$ cat config.mk
export PLATFORM = sky130hd
export DESIGN_NAME = fs4_front
export DESIGN_NICKNAME = d
export VERILOG_FILES = /design/src/hw/rtl/fs4_iq_pulse_pair_freq_estimator_defines.svh /design/src/hw/rtl/fs4_pkg.sv /design/src/hw/rtl/fs4_front.sv
export SDC_FILE = /design/constraint.sdc
export NUM_CORES = 1
export LEC_CHECK = 0
export ABC_AREA = 0
export BUFFER_PORTS_ARGS = -buffer_cell sky130_fd_sc_hd__buf_2
export CORE_UTILIZATION = 28
export CTS_CLUSTER_DIAMETER = 200
export CTS_CLUSTER_SIZE = 40
export DETAILED_ROUTE_END_ITERATION = 7
export HOLD_SLACK_MARGIN = 0.15
export PLACE_DENSITY = 0.5
export SLEW_MARGIN = 25
export SYNTH_ARGS = -nofsm -noshare
export SYNTH_HDL_FRONTEND = slang
export SYNTH_SLANG_ARGS = --single-unit
$ cat constraint.sdc
create_clock -name clk -period 6.07 [get_ports clk]
set_input_delay 1.214 -clock clk [delete_from_list [all_inputs] [get_ports clk]]
set_output_delay 1.214 -clock clk [all_outputs]
set_load 0.02 [all_outputs]
$ cat src/hw/rtl/fs4_iq_pulse_pair_freq_estimator_defines.svh
// Assertion macros for the fs/4 pulse-pair frequency estimator.
// Included by fs4_back, the RTL file that carries concurrent checks; no other dependencies.
`ifndef FS4_IQ_PULSE_PAIR_FREQ_ESTIMATOR_DEFINES_SVH
`define FS4_IQ_PULSE_PAIR_FREQ_ESTIMATOR_DEFINES_SVH
`ifndef SYNTHESIS
// Consequent must hold in the same cycle as the antecedent.
`define FS4_ASSERT_SAME(label, clk, rst_n, ante, cons) \
  label: assert property (@(posedge clk) disable iff (!rst_n) (ante) |-> (cons)) \
    else $error("fs4 check failed (same cycle)");
// Consequent must hold in the cycle after the antecedent.
`define FS4_ASSERT_NEXT(label, clk, rst_n, ante, cons) \
  label: assert property (@(posedge clk) disable iff (!rst_n) (ante) |=> (cons)) \
    else $error("fs4 check failed (next cycle)");
`else
`define FS4_ASSERT_SAME(label, clk, rst_n, ante, cons)
`define FS4_ASSERT_NEXT(label, clk, rst_n, ante, cons)
`endif
`endif

$ cat src/hw/rtl/fs4_pkg.sv
// Shared types, constants and the arctangent table for the fs/4 estimator.
// No dependencies; used by the front, queue glue, back end and top level.
`timescale 1ns / 1ps
`default_nettype none

package fs4_pkg;

  localparam int SAMPLE_BITS_DEF  = 16;
  localparam int MAX_SAMPLES_DEF  = 65536;
  localparam int CORDIC_STEPS_DEF = 16;

  localparam int QUEUE_DEPTH = 4;
  localparam int ACC_W       = 48;
  localparam int CNT_W       = 15;
  localparam int CNT_CAP     = 32767;
  localparam int FS_W        = 20;
  localparam int PHASE_W     = 16;
  localparam int FREQ_W      = 21;
  localparam int ANG_W       = 32;
  localparam int ATAN_IW     = 5;
  // Holds a negated full-scale sum after the CORDIC gain with margin.
  localparam int CORDIC_W    = 52;

  localparam logic [FS_W-1:0] FS_RESET = 20'd100000;

  // Control part of one queued item.
  typedef struct packed {
    logic             prod;
    logic             last;
    logic [CNT_W-1:0] count;
  } ctl_t;

  localparam int CTL_W = $bits(ctl_t);

  // atan(2^-i), 2^32 = 360 degrees.
  function automatic logic [ANG_W-1:0] atan_angle(input logic [ATAN_IW-1:0] i);
    logic [ANG_W-1:0] v;
    unique case (i)
      5'd0:    v = 32'd536870912;
      5'd1:    v = 32'd316933406;
      5'd2:    v = 32'd167458907;
      5'd3:    v = 32'd85004756;
      5'd4:    v = 32'd42667331;
      5'd5:    v = 32'd21354465;
      5'd6:    v = 32'd10679838;
      5'd7:    v = 32'd5340245;
      5'd8:    v = 32'd2670163;
      5'd9:    v = 32'd1335087;
      5'd10:   v = 32'd667544;
      5'd11:   v = 32'd333772;
      5'd12:   v = 32'd166886;
      5'd13:   v = 32'd83443;
      5'd14:   v = 32'd41722;
      5'd15:   v = 32'd20861;
      5'd16:   v = 32'd10430;
      5'd17:   v = 32'd5215;
      5'd18:   v = 32'd2608;
      5'd19:   v = 32'd1304;
      5'd20:   v = 32'd652;
      5'd21:   v = 32'd326;
      5'd22:   v = 32'd163;
      5'd23:   v = 32'd81;
      default: v = '0;
    endcase
    return v;
  endfunction

endpackage

`default_nettype wire

$ cat src/hw/rtl/fs4_front.sv
// Front end: takes samples, pairs them into IQ values and forms the operands
// of each conjugate product. Depends on fs4_pkg.
`timescale 1ns / 1ps
`default_nettype none

module fs4_front #(
  parameter int SAMPLE_BITS = fs4_pkg::SAMPLE_BITS_DEF,
  parameter int MAX_SAMPLES = fs4_pkg::MAX_SAMPLES_DEF
) (
  input  wire logic                          clk,
  input  wire logic                          rst_n,
  input  wire logic                          in_valid,
  output logic                               in_ready,
  input  wire logic signed [SAMPLE_BITS-1:0] in_sample,
  input  wire logic                          in_last,
  input  wire logic                          q_full,
  output logic                               push,
  output logic [4*(SAMPLE_BITS+1)-1:0]       push_data,
  output fs4_pkg::ctl_t                      push_ctl
);

  localparam int OW        = SAMPLE_BITS + 1;
  localparam int RAW_LIMIT = MAX_SAMPLES / 2 - 1;
  localparam int LIMIT     = (RAW_LIMIT > fs4_pkg::CNT_CAP) ? fs4_pkg::CNT_CAP : RAW_LIMIT;
  localparam logic [fs4_pkg::CNT_W-1:0] LIMIT_C = fs4_pkg::CNT_W'(LIMIT);

  logic [1:0]                          pos_r, pos_nxt;
  logic signed [SAMPLE_BITS-1:0]       held_r, held_nxt;
  logic signed [SAMPLE_BITS-1:0]       prev_i_r, prev_i_nxt;
  logic signed [SAMPLE_BITS-1:0]       prev_q_r, prev_q_nxt;
  logic                                have_prev_r, have_prev_nxt;
  logic [fs4_pkg::CNT_W-1:0]           cnt_r, cnt_nxt;

  logic signed [OW-1:0] s_ext, held_ext, pi_ext, pq_ext;
  logic signed [OW-1:0] op_a, op_b, op_c, op_d;
  logic                 second, pair, prod, accept;

  assign in_ready = !q_full;
  assign accept   = in_valid && in_ready;

  assign s_ext    = {in_sample[SAMPLE_BITS-1], in_sample};
  assign held_ext = {held_r[SAMPLE_BITS-1], held_r};
  assign pi_ext   = {prev_i_r[SAMPLE_BITS-1], prev_i_r};
  assign pq_ext   = {prev_q_r[SAMPLE_BITS-1], prev_q_r};

  assign pair   = pos_r[0];
  assign second = (pos_r == 2'd3);
  assign prod   = pair && have_prev_r && (cnt_r < LIMIT_C);

  // Second half of a group carries negated samples; conjugate flips the partner.
  assign op_a = second ? -held_ext : held_ext;
  assign op_b = second ? -s_ext    : s_ext;
  assign op_c = second ? pi_ext    : -pi_ext;
  assign op_d = second ? pq_ext    : -pq_ext;

  assign push           = accept && (prod || in_last);
  assign push_data      = {op_a, op_b, op_c, op_d};
  assign push_ctl.prod  = prod;
  assign push_ctl.last  = in_last;
  assign push_ctl.count = cnt_r + (prod ? fs4_pkg::CNT_W'(1) : fs4_pkg::CNT_W'(0));

  always_comb begin
    pos_nxt       = pos_r;
    held_nxt      = held_r;
    prev_i_nxt    = prev_i_r;
    prev_q_nxt    = prev_q_r;
    have_prev_nxt = have_prev_r;
    cnt_nxt       = cnt_r;
    if (accept) begin
      if (in_last) begin
        // End of block: start the next one clean.
        pos_nxt       = 2'd0;
        held_nxt      = '0;
        prev_i_nxt    = '0;
        prev_q_nxt    = '0;
        have_prev_nxt = 1'b0;
        cnt_nxt       = '0;
      end else begin
        pos_nxt = pos_r + 2'd1;
        if (!pair) begin
          held_nxt = in_sample;
        end else begin
          prev_i_nxt    = held_r;
          prev_q_nxt    = in_sample;
          have_prev_nxt = 1'b1;
          cnt_nxt       = push_ctl.count;
        end
      end
    end
  end

  always_ff @(posedge clk) begin
    if (!rst_n) begin
      pos_r       <= 2'd0;
      held_r      <= '0;
      prev_i_r    <= '0;
      prev_q_r    <= '0;
      have_prev_r <= 1'b0;
      cnt_r       <= '0;
    end else begin
      pos_r       <= pos_nxt;
      held_r      <= held_nxt;
      prev_i_r    <= prev_i_nxt;
      prev_q_r    <= prev_q_nxt;
      have_prev_r <= have_prev_nxt;
      cnt_r       <= cnt_nxt;
    end
  end

endmodule

`default_nettype wire

# Word level (Yosys, flattened, before mapping)
# Index checks and enable logic that the tools add are counted.
[totals]
output_inout_bits = 87
wordCells = 40
regBits = 66
inputBits = 21
[classes]
order_cmp = 1
n_addsub = 6
n_eq_ne = 2
reduce_logical = 9
n_mux = 16
[op_table]
columns = ["cell", "n"]
rows = [
  ["$mux 16", 6],
  ["$mux 17", 4],
  ["$neg 16->17", 4],
  ["$mux 15", 2],
  ["$add 15x1->15", 1],
  ["$lt 15x15->1 const B", 1],
  ["$logic_and 1x1->1", 4],
  ["$reduce_and 2->1", 2],
  ["$mux 1", 3],
  ["$add 2x1->2 const B", 1],
  ["$eq 2x2->1 const B", 1],
  ["$mux 2", 1],
  ["$ne 2x2->1 const B", 1],
  ["$reduce_bool 2->1", 1],
  ["$logic_not 1->1", 1],
  ["$logic_or 1x1->1", 1],
]

# Depth between registers and ports, before layout
[logic_depth]
ltp_word = 6
mapped_depth = 10
depth_no_buf = 9

# Least setup slack after synthesis
# No wires, ideal clock.
[synth_path]
kind = "input to output"
from = "in in_sample[6]"
to = "out push_data[45]"
slack_ns = 2.334
stages = 4
arrival_time_ns = 2.522
path_buffers = 1
required_ns = 4.856
cell_sequence = "clkbuf_1 > or4_1 > o41ai_1 > xnor2_1"
[synth_via]
elab_chain_len = 2
[synth_rtl]
columns = ["item", "line", "rtl"]
rows = [
  ["start, declared", "fs4_front.sv:14", "input wire logic signed [SAMPLE_BITS-1:0] in_sample,"],
  ["$neg 16->17", "fs4_front.sv:52", "assign op_b = second ? -s_ext : s_ext;"],
  ["$mux 17", "fs4_front.sv:52", ""],
  ["end, declared", "fs4_front.sv:18", "output logic [4*(SAMPLE_BITS+1)-1:0] push_data,"],
]
# No other way between the ends.

==> flow_summary.toml <==
[worst_setup_path]
endpoint_kind = "primary output"
worstPathRequired_ps = 4860
path_cells = "nand3_1 -> nor2_1 -> a31oi_1 -> ha_1 -> ha_1 -> nand4_1 -> nor2_1 -> nand2_1 -> xnor2_1 -> buf_2"
critPathKind = "reg -> out"
path_max_fanout = 8
path_buf_inv = 1
timing.rr.end = "cnt_r[12]$_SDFFE_PN0P_"
rrSetupSlack_ps = 3420
cp.arrival_ps = 3000
start_kind = "flop"
r2r_cells = 9
crit_slowest_cell = "nor2_1"
critical-path-top-delay-family = "simple AND/OR/NAND/NOR gates"
r2r-start = "cnt_r[6]$_SDFFE_PN0P_"
cpPeakStageDelay_ps = 390

[timing]
fin_ws_ps = 1858
fmax_mhz = 237.4
setup_viol = 0
post-route-period-util = 0.6939
rsz0062_at_grt = "false"
hold_slack_ps = 448.0
tns_ps = 0
skew_ps = 4.601
worst_slew_pin_slew_ps = 985.3
maxSlewHeadroom = 0.3430
slew_viol_final = 0
hold_viol_final = 0
period_needed_ps = 4212

[power_and_ir_drop]
p_int_mw = 0.8014
p_total_mw = 1.087
peakVddDrop_mv = 0.1354
leakage_nw = 2.253
switching_power_mw = 0.2854
clock_power_share = 0.465
switching_share = 0.2626
power_density_mw_per_mm2 = 223.5
seqPwrFrac = 0.410
combPwrFrac = 0.125

[synthesis]
synth-edff-count = 0
async_flop_share = 0
yosys.area.top_type = "dfxtp_1"
synth_xor_area_frac = 0.1535
ys_ff_latch = 66
synthTopCellsByArea = "dfxtp_1, xnor2_1, a22o_1"
ys.flop_type = "dfxtp_1"
ys_warn_count = 0
synth_top_family_by_area = "compound AO/OA/AOI/OAI gates"
synth.top_cells.by_count = "dfxtp_1, xnor2_1, a22o_1, xor2_1"
syn-num-nets = 499
synthMuxAreaShare = 0.008262
ys_seq_area_frac = 0.3356
synthAdderAreaFrac = 0.02224
synth_compound_area_frac = 0.2383
synth-simple-area-share = 0.1827
syn_avg_cell_area_um2 = 8.360
synth_cell_types = 46
yosysMostFrequentCell = "dfxtp_1"
synth_area_mm2 = 0.003938
synth_top_area_frac = 0.3356
syn_inst = 471

[layout]
syn_to_final_growth_pct = 23.51
drive_gt1_frac = 0.2394
antenna_cells = 0
fin_nets = 587
final_area_mm2 = 0.004863

[global_route]
antenna_found_initial = 0
grt_max_degree = 39
grt_pass1_wl_mm = 18.34
met1_usage = 0.2267
use_met3 = 0.04198
grt.busiest_layer = "met2"
globalRouteOverflowTotal = 0
grt_pass1_vias = 3370
grt_usage = 0.1649
grtUsageMet2 = 0.2507

[placement]
dp_hpwl_mm = 8.971
portBuffers = 107
globalplace.congestion = 0.8047
dpl_worst_slack_ps = 2012
place_area_mm2 = 0.004576

[routing]
dr.pass1.iters = 4
ant_nets = 0
via_per_inst = 4.992
first_iter_violations = 163
drcViolationCount = 0
drt-total-wl_mm = 11.88
vias = 3694
wl_per_cell_um = 16.05

[clock_tree]
clk_pin_slew_ps = 50
cts_num_sinks = 66
postCtsHoldBufs = 0
clk_latency_ps = 320
cts_setup_buffers = 0
htreeDepth = 3
clk_path_buf_depth = 2
cts-buffers-inserted = 9
cts_tree = "done"
clockRootBuffer = "clkbuf_16"
post_cts_resize_count = 0

[floorplanning]
boundaryPins = 108
die_x_um = 120.6
die_h_um = 120.6
start_util = 0.2927
dieArea_mm2 = 0.01454
rows = 42
core_area_mm2 = 0.01345

[hold_path]
hold_end = "have_prev_r$_SDFFE_PN0P_"
hold_depth = 2
hp-class = "reg -> reg"
min-delay-start = "have_prev_r$_SDFFE_PN0P_"

[job]
cap_violations = 0

[outcome]
outcome = "finished, final reports clean"
==> per-stage QoR <==
step | util | instances
after floorplan | - | 471
after global placement | 0.3400 | 724
after detailed placement | 0.3401 | 724
after CTS | 0.3615 | 740
after global routing | 0.3615 | 740
final | 0.3615 | 740
==> worst register-to-register path, stage by stage, from the launching register on <==
cell     delay [ps]
dfxtp_1         340
nand3_1         280
nor2_1           80
a31oi_1         340
ha_1            250
ha_1            270
nand4_1         270
or2_2           390
o21ai_0         190
a31oi_1         100
==> power groups by stage <==
stage | clock network [mW] | logic [mW] | registers (mW)
after floorplan | 0 | 0.0881 | 0.452
after global placement | 0 | 0.135 | 0.455
after detailed placement | 0 | 0.136 | 0.455
after CTS | 0.515 | 0.137 | 0.445
after global routing | 0.542 | 0.147 | 0.446
final | 0.506 | 0.136 | 0.445
==> layout by cell type (no fill, tap or decap), drive strengths merged, types with 2 or more instances in the layout <==
cell,Yosys,routed
a31oi,11,11
o21ai,26,26
dfxtp,66,66
o21a,2,2
o41ai,7,7
inv,19,19
nand3,8,8
clkinv,0,2
xor2,29,29
or3,6,6
nor3,14,14
nand2,28,28
ha,7,7
a22o,29,29
nand3b,2,2
o22ai,5,5
mux2,2,2
a311oi,2,2
nor3b,2,2
a21o,5,5
o31ai,6,6
buf,9,112
a22oi,16,16
xnor2,40,40
or4,4,4
and3,3,3
a21oi,23,23
clkbuf,26,11
clkinvlp,0,2
nor4,7,7
nand4,3,3
nor2b,19,19
nand2b,10,10
nor2,28,28
==> cell type report <==
cell class | instances | area, um^2
fillers | 1451 | 8589
well taps | 176 | 220.2
repair buffers | 112 | 573.1
multi-input cells | 351 | 2390
clock buffers | 11 | 232.7
clock inverters | 5 | 55.05
flip-flops and latches | 66 | 1321
inverters | 19 | 71.32
==> cells by family after synthesis <==
kind of cell             after synthesis
XOR/XNOR                              69
adder cells (fa/ha/maj)                7
AND/OR/NAND/NOR                      138
buffers and inverters                 54
AO/OA/AOI/OAI                        134
flip-flops                            66
multiplexers                           3
==> metal layers <==
metal  vias up  routed length [um]
met2        89                5240
met1      1739                5726
met3        12                 717
met5         -                   0
li1       1854                   -
met4         0                 193
==> sequential cells by signal (all words and copies together), names as in the netlist <==
name / count
have_prev_r: 1
pos_r: 2
held_r: 16
cnt_r: 15
prev_i_r: 16
prev_q_r: 16
==> worst max path at each step <==
stage	from	end	slack, ps	depth (start not counted)
2_1_floorplan	in_sample[6]	push_data[45]	2330	4
3_3_place_gp	in_sample[8]	push_data[45]	2040	5
3_5_place_dp	in_sample[1]	push_data[42]	2010	8
4_1_cts	cnt_r[6]$_SDFFE_PN0P_	push_ctl[14]	1860	10
5_1_grt	cnt_r[6]$_SDFFE_PN0P_	push_ctl[14]	1580	10
6_report	cnt_r[6]$_SDFFE_PN0P_	push_ctl[14]	1860	10
(Power assumes the default switching activity.)
