[config.mk]
export PLATFORM = sky130hd
export DESIGN_NAME = fs4_queue
export DESIGN_NICKNAME = d
export VERILOG_FILES = /design/src/hw/rtl/fs4_iq_pulse_pair_freq_estimator_defines.svh /design/src/hw/rtl/fs4_pkg.sv /design/src/hw/rtl/fs4_queue.sv
export SDC_FILE = /design/constraint.sdc
export NUM_CORES = 1
export LEC_CHECK = 0
export BUFFER_PORTS_ARGS = -buffer_cell sky130_fd_sc_hd__buf_2
export CAP_MARGIN = 10
export CELL_PAD_IN_SITES_DETAIL_PLACEMENT = 1
export CELL_PAD_IN_SITES_GLOBAL_PLACEMENT = 2
export CORE_UTILIZATION = 41
export CTS_CLUSTER_SIZE = 30
export DETAILED_ROUTE_END_ITERATION = 8
export GPL_TIMING_DRIVEN = 0
export PLACE_DENSITY = 0.76
export SYNTH_ARGS = -nofsm -noshare
export SYNTH_HDL_FRONTEND = slang
export SYNTH_SLANG_ARGS = --single-unit
[constraint.sdc]
create_clock -name clk -period 3.3 [get_ports clk]
set_clock_uncertainty 0.1 [all_clocks]
set_input_delay 0.165 -clock clk [delete_from_list [all_inputs] [get_ports clk]]
set_output_delay 0.165 -clock clk [all_outputs]
set_load 0.1 [all_outputs]
[src/hw/rtl/fs4_iq_pulse_pair_freq_estimator_defines.svh]
// Assertion macros for the fs/4 pulse-pair frequency estimator.
// Included by fs4_back, the RTL file that carries concurrent checks; no other dependencies.
`ifndef FS4_IQ_PULSE_PAIR_FREQ_ESTIMATOR_DEFINES_SVH
`define FS4_IQ_PULSE_PAIR_FREQ_ESTIMATOR_DEFINES_SVH
`ifndef SYNTHESIS
// Consequent must hold in the same cycle as the antecedent.
`define FS4_ASSERT_SAME(label, clk, rst_n, ante, cons) \
  label: assert property (@(posedge clk) disable iff (!rst_n) (ante) |-> (cons)) \
    else $error("fs4 check failed (same cycle)");
// Consequent must hold in the cycle after the antecedent.
`define FS4_ASSERT_NEXT(label, clk, rst_n, ante, cons) \
  label: assert property (@(posedge clk) disable iff (!rst_n) (ante) |=> (cons)) \
    else $error("fs4 check failed (next cycle)");
`else
`define FS4_ASSERT_SAME(label, clk, rst_n, ante, cons)
`define FS4_ASSERT_NEXT(label, clk, rst_n, ante, cons)
`endif
`endif

[src/hw/rtl/fs4_pkg.sv]
// Shared types, constants and the arctangent table for the fs/4 estimator.
// No dependencies; used by the front, queue glue, back end and top level.
`timescale 1ns / 1ps
`default_nettype none

package fs4_pkg;

  localparam int SAMPLE_BITS_DEF  = 16;
  localparam int MAX_SAMPLES_DEF  = 65536;
  localparam int CORDIC_STEPS_DEF = 16;

  localparam int QUEUE_DEPTH = 4;
  localparam int ACC_W       = 48;
  localparam int CNT_W       = 15;
  localparam int CNT_CAP     = 32767;
  localparam int FS_W        = 20;
  localparam int PHASE_W     = 16;
  localparam int FREQ_W      = 21;
  localparam int ANG_W       = 32;
  localparam int ATAN_IW     = 5;
  // Holds a negated full-scale sum after the CORDIC gain with margin.
  localparam int CORDIC_W    = 52;

  localparam logic [FS_W-1:0] FS_RESET = 20'd100000;

  // Control part of one queued item.
  typedef struct packed {
    logic             prod;
    logic             last;
    logic [CNT_W-1:0] count;
  } ctl_t;

  localparam int CTL_W = $bits(ctl_t);

  // atan(2^-i), 2^32 = 360 degrees.
  function automatic logic [ANG_W-1:0] atan_angle(input logic [ATAN_IW-1:0] i);
    logic [ANG_W-1:0] v;
    unique case (i)
      5'd0:    v = 32'd536870912;
      5'd1:    v = 32'd316933406;
      5'd2:    v = 32'd167458907;
      5'd3:    v = 32'd85004756;
      5'd4:    v = 32'd42667331;
      5'd5:    v = 32'd21354465;
      5'd6:    v = 32'd10679838;
      5'd7:    v = 32'd5340245;
      5'd8:    v = 32'd2670163;
      5'd9:    v = 32'd1335087;
      5'd10:   v = 32'd667544;
      5'd11:   v = 32'd333772;
      5'd12:   v = 32'd166886;
      5'd13:   v = 32'd83443;
      5'd14:   v = 32'd41722;
      5'd15:   v = 32'd20861;
      5'd16:   v = 32'd10430;
      5'd17:   v = 32'd5215;
      5'd18:   v = 32'd2608;
      5'd19:   v = 32'd1304;
      5'd20:   v = 32'd652;
      5'd21:   v = 32'd326;
      5'd22:   v = 32'd163;
      5'd23:   v = 32'd81;
      default: v = '0;
    endcase
    return v;
  endfunction

endpackage

`default_nettype wire

[src/hw/rtl/fs4_queue.sv]
// Short first-in first-out queue between the front end and the back end.
// Generic data width; depth from fs4_pkg.
`timescale 1ns / 1ps
`default_nettype none

module fs4_queue #(
  parameter int DATA_W = 4 * (fs4_pkg::SAMPLE_BITS_DEF + 1) + fs4_pkg::CTL_W,
  parameter int DEPTH  = fs4_pkg::QUEUE_DEPTH
) (
  input  wire logic              clk,
  input  wire logic              rst_n,
  input  wire logic              wr_en,
  input  wire logic [DATA_W-1:0] wr_data,
  input  wire logic              rd_en,
  output logic [DATA_W-1:0]      rd_data,
  output logic                   full,
  output logic                   empty
);

  localparam int PW = (DEPTH > 1) ? $clog2(DEPTH) : 1;
  localparam int CW = $clog2(DEPTH + 1);

  logic [DATA_W-1:0] slot_r [DEPTH];
  logic [PW-1:0]     wr_ptr_r, wr_ptr_nxt, rd_ptr_r, rd_ptr_nxt;
  logic [CW-1:0]     cnt_r, cnt_nxt;
  logic              do_wr, do_rd;

  assign full    = (cnt_r == CW'(DEPTH));
  assign empty   = (cnt_r == '0);
  assign do_wr   = wr_en && !full;
  assign do_rd   = rd_en && !empty;
  assign rd_data = slot_r[rd_ptr_r];

  always_comb begin
    wr_ptr_nxt = wr_ptr_r;
    rd_ptr_nxt = rd_ptr_r;
    if (do_wr) begin
      wr_ptr_nxt = (wr_ptr_r == PW'(DEPTH - 1)) ? '0 : wr_ptr_r + PW'(1);
    end
    if (do_rd) begin
      rd_ptr_nxt = (rd_ptr_r == PW'(DEPTH - 1)) ? '0 : rd_ptr_r + PW'(1);
    end
    cnt_nxt = cnt_r + CW'(do_wr) - CW'(do_rd);
  end

  always_ff @(posedge clk) begin
    if (!rst_n) begin
      wr_ptr_r <= '0;
      rd_ptr_r <= '0;
      cnt_r    <= '0;
    end else begin
      wr_ptr_r <= wr_ptr_nxt;
      rd_ptr_r <= rd_ptr_nxt;
      cnt_r    <= cnt_nxt;
    end
  end

  always_ff @(posedge clk) begin
    if (do_wr) begin
      slot_r[wr_ptr_r] <= wr_data;
    end
  end

endmodule

`default_nettype wire

# == Word-level counts from Yosys, hierarchy flattened ==
# Memory sizes are Yosys's and may differ from the RTL's. A register that Yosys moved wholly into a read port is not among the register bits.
# Index checks and enable logic that the tools add are counted.
# op_classes
muxes,6
reduce_logical,5
bitwise_logic,0
eq_ne,3
shifts,0
div_mod_pow,0
add_sub_neg,4
magnitude_cmp,0
n_mul,0
# op_table
op,n
2-bit 2-to-1 mux,4
"2-bit by 1-bit adder with 2-bit output, second input constant",2
"2-bit == test, second input constant",2
3-bit by 1-bit adder with 3-bit output,1
"3-bit == test, second input constant",1
3-bit logical NOT,1
3-bit by 1-bit subtractor with 3-bit output,1
1-bit logical AND,2
1-bit logical NOT,2
1-bit 2-to-1 mux,2
# word_totals
out_inout_bits,87
memories,1
mem_bits_rw,340
ff_bits,7
mem_bits_ro,0
elab_cells,22
in_bits,89
latchBits,0
# memory_table
name,depth,width,rd,rd_ports_with_merged_regs,wr,line,text
slot_r,4,85,1,1,1,fs4_queue.sv:23,logic [DATA_W-1:0] slot_r [DEPTH];

# == Logic depth before layout (Yosys ltp) ==
# Gate-level depths: netlist of the first run.
# depth
ltp_word,5
ltp_mapped,10
depth_no_buf,9

# == Worst setup path after synthesis of the first run ==
# OpenSTA, ideal clock, no wires.
# synth_timing
path_kind,flip-flop to flip-flop
startpoint,reg cnt_r[2]
endpoint,mem slot_r[0][0] (netlist bit) (enable)
period_less_slack_ns,4.769
arrival_time_ns,4.032
n_path_buf,1
slack_ns,-1.469
stages_incl_launch_ff,5
required_time_ns,2.563
setup_ns,0.637
cell_sequence,dfxtp_1 -> nor3b_1 -> nor2b_1 -> clkbuf_1 -> and2_1
# synth_via
elab_chain_len,5
# synth_lines
item,line,text
from (decl),fs4_queue.sv:25,"logic [CW-1:0] cnt_r, cnt_nxt;"
from (signal assigned),fs4_queue.sv:54,cnt_r <= cnt_nxt;
3-bit == test,fs4_queue.sv:28,assign full = (cnt_r == CW'(DEPTH));
named net full,fs4_queue.sv:16,"output logic full,"
1-bit logical NOT,fs4_queue.sv:30,assign do_wr = wr_en && !full;
1-bit logical AND,fs4_queue.sv:30,
1-bit 2-to-1 mux,fs4_queue.sv:59,if (do_wr) begin
1-bit 2-to-1 mux (not written as such),fs4_queue.sv:60,slot_r[wr_ptr_r] <= wr_data;
to (decl),fs4_queue.sv:23,
# The timed path passes the listed nets, and every way through them passes these cells.

==> metrics.cfg, run 1 <==
[floorplan]
die-area_um2=31900
start_util=0.417
die_x_um=179
core-area_um2=30700
dieHeight_um=179
rows=64
ioPinCount=176

[routing]
drt-total-wl_um=26000
via_count=6130
first_pass_iters=6
wl_per_cell_um=21.2
viasPerCell=5.02
ant_nets=0
drt-initial-drc-count=304
drc=0

[global_routing]
grt_pass1_vias=6954
grt_pass1_wl_um=38700
track_usage=0.164
grt-ovfl-total=0
antenna_found_initial=0
grt_max_degree=56

[timing]
fin_ws_ns=0.662
tightest_slew_ns=0.862
fin_tns_setup_ns=0
finalMaxSlewViolations=0
period_needed_ns=2.64
fin_crit_sh=0.800
max_freq_ghz=0.379
rsz0062_at_grt=no
max-slew-margin-rel=0.425
setup_viol=0
fin_hold_ws_ns=0.0411
hold_viol_final=0

[critical_path]
worst-path-buf-inv=2
rr_startpoint=cnt_r[1]
cp.required_ns=3.03
ff2ff_path_depth=10
critical_path_depth=3
crit_chain=buf_1 > mux4_2 > buf_2
crit_family=buffers and inverters
crit_path_top_delay_cell=buf_1
cp-end-kind=output pin
reg2reg_slack_ns=0.78
path_max_fanout=10
crit_path_max_incr_delay_ns=0.67
crit_end=rd_data[20]
crit_type=reg2out
r2r_end=cnt_r[2]
start_kind=flip-flop
arrival_ns=2.37

[power_and_ir_drop]
power.density_nw_per_um2=939
sw_frac_of_total=0.410
clkPwrFrac=0.255
p_leak_uw=0.00556
p_seq_frac=0.360
p_switching_uw=6290
p_comb_frac=0.385
peakVddDrop_mv=0.618
p_int_uw=9040

[clock_network]
cts.sink_count=349
cts_buffer_depth=3
clkTransAtPathRegs_ns=0.06
cts.htree.levels=2
clock_latency_ns=0.51
cts-buffers-inserted=37
postCtsSetupRepairBufs=0
cts_tree=built
cts-root-buf=clkbuf_16

[status]
outcome=completed

[job]
maxCapViolCount=0

[logic_synthesis]
yosysUniqueCellTypes=24
syn_nets=594
syn_inst=497
async_flop_share=0
yosys_warnings=0
synth_commonest_cells=edfxtp_1, mux4_2, dfxtp_1
synthFlopType=edfxtp_1
post-synth-top-area-cell=edfxtp_1
yosys.cell_count.top_type=edfxtp_1
netlist.area_leader.share=0.798
syn_area_per_cell_um2=25.8
yosysSeqAreaShare=0.812
ys_ff_latch=349
synth_edf_count=340
synthTopCellsByArea=edfxtp_1, mux4_2, dfxtp_1
netlist_area_um2=12800

[place]
place_congestion=0.736
io_buffers=175
dp_hpwl_um=15800
place_ws_ns=0.796

[cells_and_area]
fin_util=0.532
diodes=0
final_nets=898
drive_above_1_share=0.408
area_growth_pct=27.5

[min_path]
hold_class=in2reg

worst reg2reg max path: stages, from the launching register on:
cell and delay, ns:
dfxtp_1 0.46, nor3b_4 0.09, nor2b_1 0.11, clkbuf_1 0.35, inv_1 0.09, ha_1 0.29, inv_1 0.04, ha_1 0.19
fa_1 0.40, xnor2_1 0.14, and2_1 0.16
placed cells by master (no fill, tap or decap), types with 2 or more instances in the layout:
cell / n
clkinv_1: 5
dfxtp_1: 9
inv_1: 7
buf_2: 181
dlygate4sd3_1: 86
buf_12: 6
clkinv_2: 6
nand3_1: 2
edfxtp_1: 340
o21ai_0: 2
and2_1: 3
buf_4: 3
nand2_1: 6
clkbuf_1: 9
bufinv_16: 2
mux4_2: 85
ha_1: 7
and2_4: 4
nor2_1: 2
clkbuf_16: 39
clkinvlp_4: 3
buf_16: 4
mux2i_1: 2
buf_1: 3
cell type report:
class                           instances  area [µm²]
Fill cell                            2694       14400
Sequential cell                       349       10400
Multi-Input combinational cell        120        2200
Timing Repair Buffer                  265        1850
Clock buffer                           46        1000
Tap cell                              396         495
Buffer                                 21         203
Clock inverter                         18         149
Inverter                                7        26.3
metal layers:
layer	track usage	vias to the layer above	wire (µm)
met3	0.0358	38	1450
met2	0.299	182	13900
met4	0.0452	0	448
met5	0	-	0
li1	-	2727	-
met1	0.196	3183	10100
power by group through the flow:
stage	Sequential [µW]	Combinational [µW]	Clock (µW)
4_1_cts	5520	6000	4020
3_5_place_dp	5610	5900	0
2_1_floorplan	5570	4920	0
6_report	5510	5910	3910
3_3_place_gp	5600	5780	0
5_1_grt	5550	6150	4170
repair_timing:
item	4_1_cts	5_1_grt
hold endpoints to repair	342	0
hold buffers	86	0
resized for setup	0	0
registers in the layout, summed over array words and instances (netlist names), named ones only:
register  cells
slot_r      340
cnt_r         3
rd_ptr_r      2
wr_ptr_r      2
worst min-delay path by stage:
stage	startpoint	to	depth (start not counted)
detailed placement	wr_data[36]	slot_r[0][36]	1
global placement	wr_data[13]	slot_r[0][13]	1
global route	rd_en	flip-flop	3
floorplan	wr_data[0]	slot_r[0][0]	0
finish	rd_en	flip-flop	3
CTS	rd_en	flip-flop	3
stage by stage:
step	area, µm²	power [µW]	instances
floorplan	12800	10500	497
global placement	14200	11400	1068
detailed placement	14300	11500	1072
CTS	16300	15500	1222
global route	16300	15900	1222
finish	16300	15300	1222
cells by family after synthesis:
kind of cell    share of synthesized area
compound gates                    0.00137
fa+ha+maj                         0.00841
simple gates                      0.00802
mux                                 0.151
buf+inv                            0.0179
xor+xnor                          0.00137
flops                               0.812
Power figures use the tool's default switching activity.
==> run 2, diff against run 1 <==
==> constraint.sdc (replaced) <==
create_clock -name clk -period 2.15 [get_ports clk]
set_clock_uncertainty 0.1 [all_clocks]
set_input_delay 0.1075 -clock clk [delete_from_list [all_inputs] [get_ports clk]]
set_output_delay 0.1075 -clock clk [all_outputs]
set_load 0.1 [all_outputs]
==> run 2 against run 1 <==
Effect of this change: the flow now finishes with violations (negative setup slack); sequential share of layout area down 4.0 points; clock power is 61% higher; global-route usage up 1.1 points; combinational power rose by 83%; cell area rose by 6.9%; critical endpoint is now rd_data[32]; largest power group unchanged.
==> metrics.cfg, run 2 (synthesis results as in run 1) <==
[status]
outcome=complete, but fails checks
violations=negative setup slack

[floorplan]
dieHeight_um=179  ; unchanged
start_util=0.417  ; unchanged
ioPinCount=176  ; unchanged
die-area_um2=31900  ; unchanged
rows=64  ; unchanged
die_x_um=179  ; unchanged
core-area_um2=30700  ; unchanged

[timing]
tightest_slew_ns=0.596  ; -0.265 ns
fin_ws_ns=-0.0855  ; -0.747 ns
fin_tns_setup_ns=-3.39  ; -3.39 ns
finalMaxSlewViolations=0  ; unchanged
setup_viol=70  ; +70
period_needed_ns=2.24
hold_viol_final=0  ; unchanged
max-slew-margin-rel=0.602  ; +0.177
fin_crit_sh=1.04
max_freq_ghz=0.447
rsz0062_at_grt=yes

[critical_path]
crit_top_cell=buf_12
cp.required_ns=1.94  ; -1.09 ns
crit_family=buffers and inverters
crit_path_max_incr_delay_ns=0.51  ; -0.16 ns
crit_chain=buf_12 > buf_12 > clkbuf_16 > mux4_2 > buf_6
crit_path_top_delay_cell=mux4_2
arrival_ns=2.03  ; -0.34 ns
cp-end-kind=output pin
reg2reg_slack_ns=0.04  ; -0.74 ns
start_kind=flip-flop
crit_type=reg2out
path_max_fanout=8  ; -2
worst-path-buf-inv=4  ; +2
rr_startpoint=cnt_r[2]

[min_path]
min_from=wr_en
hold_class=in2reg

[routing]
drt-total-wl_um=28300  ; +9.0%
drc=0  ; unchanged
viasPerCell=5.03  ; +0.18%
ant_nets=0  ; unchanged
drt-initial-drc-count=298  ; -2.0%
via_count=6277  ; +2.4%
wl_per_cell_um=22.7  ; +6.7%
first_pass_iters=4  ; -2

[clock_network]
cts_buffer_depth=3  ; unchanged
clkTransAtPathRegs_ns=0.06  ; about the same
cts.htree.levels=2  ; unchanged
clock_latency_ns=0.51  ; about the same
cts.sink_count=349  ; unchanged
cts_tree=built
cts-buffers-inserted=37  ; unchanged
cts-root-buf=clkbuf_16

[global_routing]
grt-ovfl-total=0  ; unchanged
grt_max_degree=52  ; -7.1%
grt_pass1_wl_um=41200  ; +6.3%
antenna_found_initial=0  ; unchanged
track_usage=0.176  ; +0.0111
grt_pass1_vias=7161  ; +3.0%

[cells_and_area]
largestRegisters=slot_r (340), cnt_r (3)
diodes=0  ; unchanged
top_register=slot_r
area_growth_pct=36.3
layout_commonest_cell=edfxtp_1
drive_above_1_share=0.441  ; +0.0328
stdcell_area_um2=17400  ; +6.9%
final_nets=923  ; +2.8%
largest_reg_flops=340  ; unchanged
final_cell_mix=edfxtp_1, buf_2, dlygate4sd3_1

[job]
maxCapViolCount=0  ; unchanged

[place]
dp_hpwl_um=15800  ; -0.23%
post_dp_cell_area_um2=14300  ; +0.14%
place_ws_ns=-0.206  ; -1.00 ns
place_congestion=0.710  ; -3.6%
io_buffers=175  ; unchanged

[power_and_ir_drop]
peakVddDrop_mv=1.17  ; +90%
p_leak_uw=0.00601  ; +8.0%
power.density_nw_per_um2=1470  ; +56%
power_uw=25600  ; +67%

-- run 2: changes by cell type in the layout (fill, tap and decap cells not counted), sizes merged, moves of 2 or more --
cell	change
and2	+4
buf	+10
bufinv	+2
clkbuf	+9
clkinvlp	-2
dlygate4sd3	+2
-- run 2: worst paths after layout --
path | endpoint | cells after the start
max reg2reg | cnt_r[2] | 9
max | rd_data[32] | 5
min reg2reg | wr_ptr_r[1] | 2
min | wr_ptr_r[1] | 6
-- run 2: report_power, final --
part	leakage, µW	internal, µW	switching (µW)
Sequential	0.00319	8280	213
Clock	0.000591	3800	2520
Combinational	0.00223	3480	7340
-- run 2: worst reg2reg max path, stage by stage (launching register included) --
cell and delay (ns):
dfxtp_4 0.34, buf_4 0.15, o31ai_4 0.25, inv_1 0.11, ha_4 0.27, inv_2 0.04
ha_4 0.14, fa_2 0.33, xnor2_1 0.13, and2_1 0.15
-- run 2: through the flow --
step | utilization | hold WS [ns] | cells
floorplan | - | 0.106 | 497
global placement | 0.463 | 0.215 | 1068
detailed placement | 0.467 | 0.227 | 1072
CTS | 0.554 | 0.216 | 1236
global route | 0.569 | 0.235 | 1249
finish | 0.569 | 0.209 | 1249
-- run 2: what timing repair did --
item                                   in CTS  in global routing
hold buffers                               88                  0
setup buffers                               5                  5
endpoints found under the hold margin     344                  0
cloned                                      5                  8
setup endpoints to repair                 284                279
pin swaps                                   4                  2
gates resized for setup                   157                 53
-- run 2: layout make-up --
type,instances,area (µm²)
inverters,7,26.3
repair buffers,286,2760
well taps,396,495
fillers,2603,13200
clock buffers,47,1010
plain buffers,21,273
clock inverters,19,199
flip-flops and latches,349,10400
multi-input cells,124,2270
-- run 2: layer usage --
| metal | wire, µm | vias to the layer above | GRT usage |
|---|---|---|---|
| met1 | 10700 | 3272 | 0.201 |
| met5 | 0 | - | 0 |
| met2 | 15600 | 175 | 0.329 |
| met3 | 1510 | 43 | 0.0388 |
| met4 | 524 | 0 | 0.0466 |
| li1 | - | 2787 | - |
==> run 3, diff against run 2 <==
--- a/config.mk
+++ b/config.mk
@@ -13,7 +13,7 @@
 export CTS_CLUSTER_SIZE = 30
 export DETAILED_ROUTE_END_ITERATION = 8
 export GPL_TIMING_DRIVEN = 0
-export PLACE_DENSITY = 0.76
+export PLACE_DENSITY = 0.73
 export SYNTH_ARGS = -nofsm -noshare
 export SYNTH_HDL_FRONTEND = slang
 export SYNTH_SLANG_ARGS = --single-unit
==> run 3 against run 2 <==
Effect of this change: combinational power is essentially flat; worst hold slack gained 0.019 ns; global-route usage is essentially flat; via count grew 0.14%; setup slack lost 0.026 ns; clock power shrank 3.5%; non-clock buffer count grew 6; first-iteration DRC count grew 16%; sequential power is essentially flat; routed wire length shrank 1.2%; the flow still finishes with violations (negative setup slack); count of clock-buffer cells in the layout shrank 1; cell area grew 0.26%.
==> metrics.cfg, run 3 (synthesis results as in run 1) <==
[status]
outcome=complete, but fails checks
violations=negative setup slack

[timing]
setup_viol=71  ; +1.4%
hold_viol_final=0  ; unchanged
fin_tns_setup_ns=-3.30  ; +0.0843 ns
fin_hold_ws_ns=0.228  ; +0.0192 ns
tightest_slew_ns=0.506  ; -0.0904 ns
period_needed_ns=2.26  ; +0.0260 ns
finalMaxSlewViolations=0  ; unchanged
rsz0062_at_grt=yes
max_freq_ghz=0.442  ; -1.2%
fin_crit_sh=1.05  ; +0.0121
fin_ws_ns=-0.112  ; -0.0260 ns
max-slew-margin-rel=0.665  ; +0.0626

[power_and_ir_drop]
power.density_nw_per_um2=1450  ; -1.4%
p_leak_uw=0.00604  ; +0.50%
peakVddDrop_mv=0.972  ; -17%
power_uw=25300  ; -1.1%

[critical_path]
critical_path_depth=5  ; unchanged
crit_path_max_incr_delay_ns=0.54  ; +0.03 ns
worst-path-buf-inv=4  ; unchanged
rr_startpoint=cnt_r[2]
cp-end-kind=output pin
crit_top_cell=buf_12
ff2ff_path_depth=10  ; +1
start_kind=flip-flop
path_max_fanout=7  ; -1
arrival_ns=2.05  ; +0.02 ns
crit_path_top_delay_cell=mux4_2
reg2reg_slack_ns=0.02  ; -0.02 ns
cp.required_ns=1.94  ; about the same
crit_type=reg2out
r2r_end=cnt_r[2]
crit_chain=buf_12 > buf_12 > clkbuf_16 > mux4_2 > buf_12
crit_family=buffers and inverters

[place]
place_congestion=0.661  ; -6.9%
place_ws_ns=-0.318  ; -0.112 ns
io_buffers=175  ; unchanged
dp_hpwl_um=15400  ; -2.1%
post_dp_cell_area_um2=14300  ; unchanged

[routing]
wl_per_cell_um=22.3  ; -1.5%
via_count=6286  ; +0.14%
drt-initial-drc-count=346  ; +16%
drc=0  ; unchanged
first_pass_iters=4  ; unchanged
viasPerCell=5.02  ; -0.18%
ant_nets=0  ; unchanged
drt-total-wl_um=27900  ; -1.2%

[clock_network]
cts-buffers-inserted=37  ; unchanged
cts-root-buf=clkbuf_16
clkTransAtPathRegs_ns=0.06  ; about the same
clock_latency_ns=0.51  ; about the same
cts_tree=built
cts.sink_count=349  ; unchanged
cts_buffer_depth=3  ; unchanged
cts.htree.levels=2  ; unchanged

[floorplan]
start_util=0.417  ; unchanged
ioPinCount=176  ; unchanged
die_x_um=179  ; unchanged
rows=64  ; unchanged
dieHeight_um=179  ; unchanged
die-area_um2=31900  ; unchanged
core-area_um2=30700  ; unchanged

[min_path]
hold_depth=6  ; unchanged
min_from=wr_en
hold_class=in2reg
whs_endpoint=wr_ptr_r[1]

[cells_and_area]
largestRegisters=slot_r (340), cnt_r (3)
layout_commonest_cell=edfxtp_1
final_nets=929  ; +0.65%
drive_above_1_share=0.440  ; -0.000891
largest_reg_flops=340  ; unchanged
final_cell_mix=edfxtp_1, buf_2, dlygate4sd3_1
top_register=slot_r
stdcell_area_um2=17500  ; +0.26%
diodes=0  ; unchanged
nFillCells=2611  ; +0.31%
area_growth_pct=36.6

[global_routing]
track_usage=0.175  ; -0.000417
grt-ovfl-total=0  ; unchanged
antenna_found_initial=1  ; +1
grt_pass1_wl_um=41000  ; -0.30%
grt_max_degree=28  ; -46%
grt_pass1_vias=7055  ; -1.5%

[job]
maxCapViolCount=0  ; unchanged

==> run 3: cell count changes in the layout (fill, tap and decap cells not counted), sizes merged <==
| cell | before | now |
|---|---|---|
| bufinv | 4 | 3 |
| bufbuf | 1 | 5 |
| buf | 208 | 211 |
| clkinv | 13 | 14 |
| clkbuf | 57 | 55 |
| clkinvlp | 1 | 0 |
==> run 3: routing by layer <==
layer / share of wire / vias to the layer above / global-route usage
li1: - / 2801 / -
met1: 0.41 / 3261 / 0.217
met5: 0.00047 / - / 0
met2: 0.52 / 177 / 0.308
met3: 0.053 / 45 / 0.0386
met4: 0.021 / 2 / 0.0501
==> run 3: how the worst max path moves through the flow <==
stage / to / slack (ns)
floorplan: cnt_r[1] / -0.56
global placement: slot_r[0][24] / -1.14
detailed placement: cnt_r[2] / -0.32
CTS: rd_data[57] / -0.14
global route: rd_data[52] / -0.17
finish: rd_data[52] / -0.11
==> run 3: through the flow <==
step / std cells / utilization
after floorplan: 497 / -
after global placement: 1068 / 0.463
after detailed placement: 1072 / 0.467
after CTS: 1242 / 0.559
after global routing: 1253 / 0.570
final: 1253 / 0.570
==> run 3: layout make-up <==
class / instances / area [µm²] / area share
multi-input combinational: 124 / 2280 / 0.130
inverter: 7 / 28.8 / 0.00165
sequential: 349 / 10400 / 0.595
tap: 396 / 495 / 0.0283
timing repair buffer: 292 / 2860 / 0.164
buffer: 21 / 264 / 0.0151
clock buffer: 46 / 1000 / 0.0573
clock inverter: 18 / 156 / 0.00894
==> run 3: report_power, final <==
group	internal (µW)	leakage (µW)	total, µW	switching, µW
Sequential	8270	0.00319	8490	214
Combinational	3450	0.00228	10800	7320
Clock	3650	0.000567	6090	2440
Total	15400	0.00604	25300	9980
==> run 3: what timing repair did <==
action	CTS	global route
gates resized for setup	159	32
pin swaps	7	3
cloned	9	7
endpoints found under the hold margin	344	0
endpoints found under the setup margin	303	151
buffers inserted	9	4
hold buffers	88	0
==> run 3: worst min-delay path: stages <==
cell,delay [ns]
buf_2,0.08
nor2b_2,0.15
clkbuf_8,0.15
buf_4,0.13
buf_4,0.11
mux2i_1,0.05
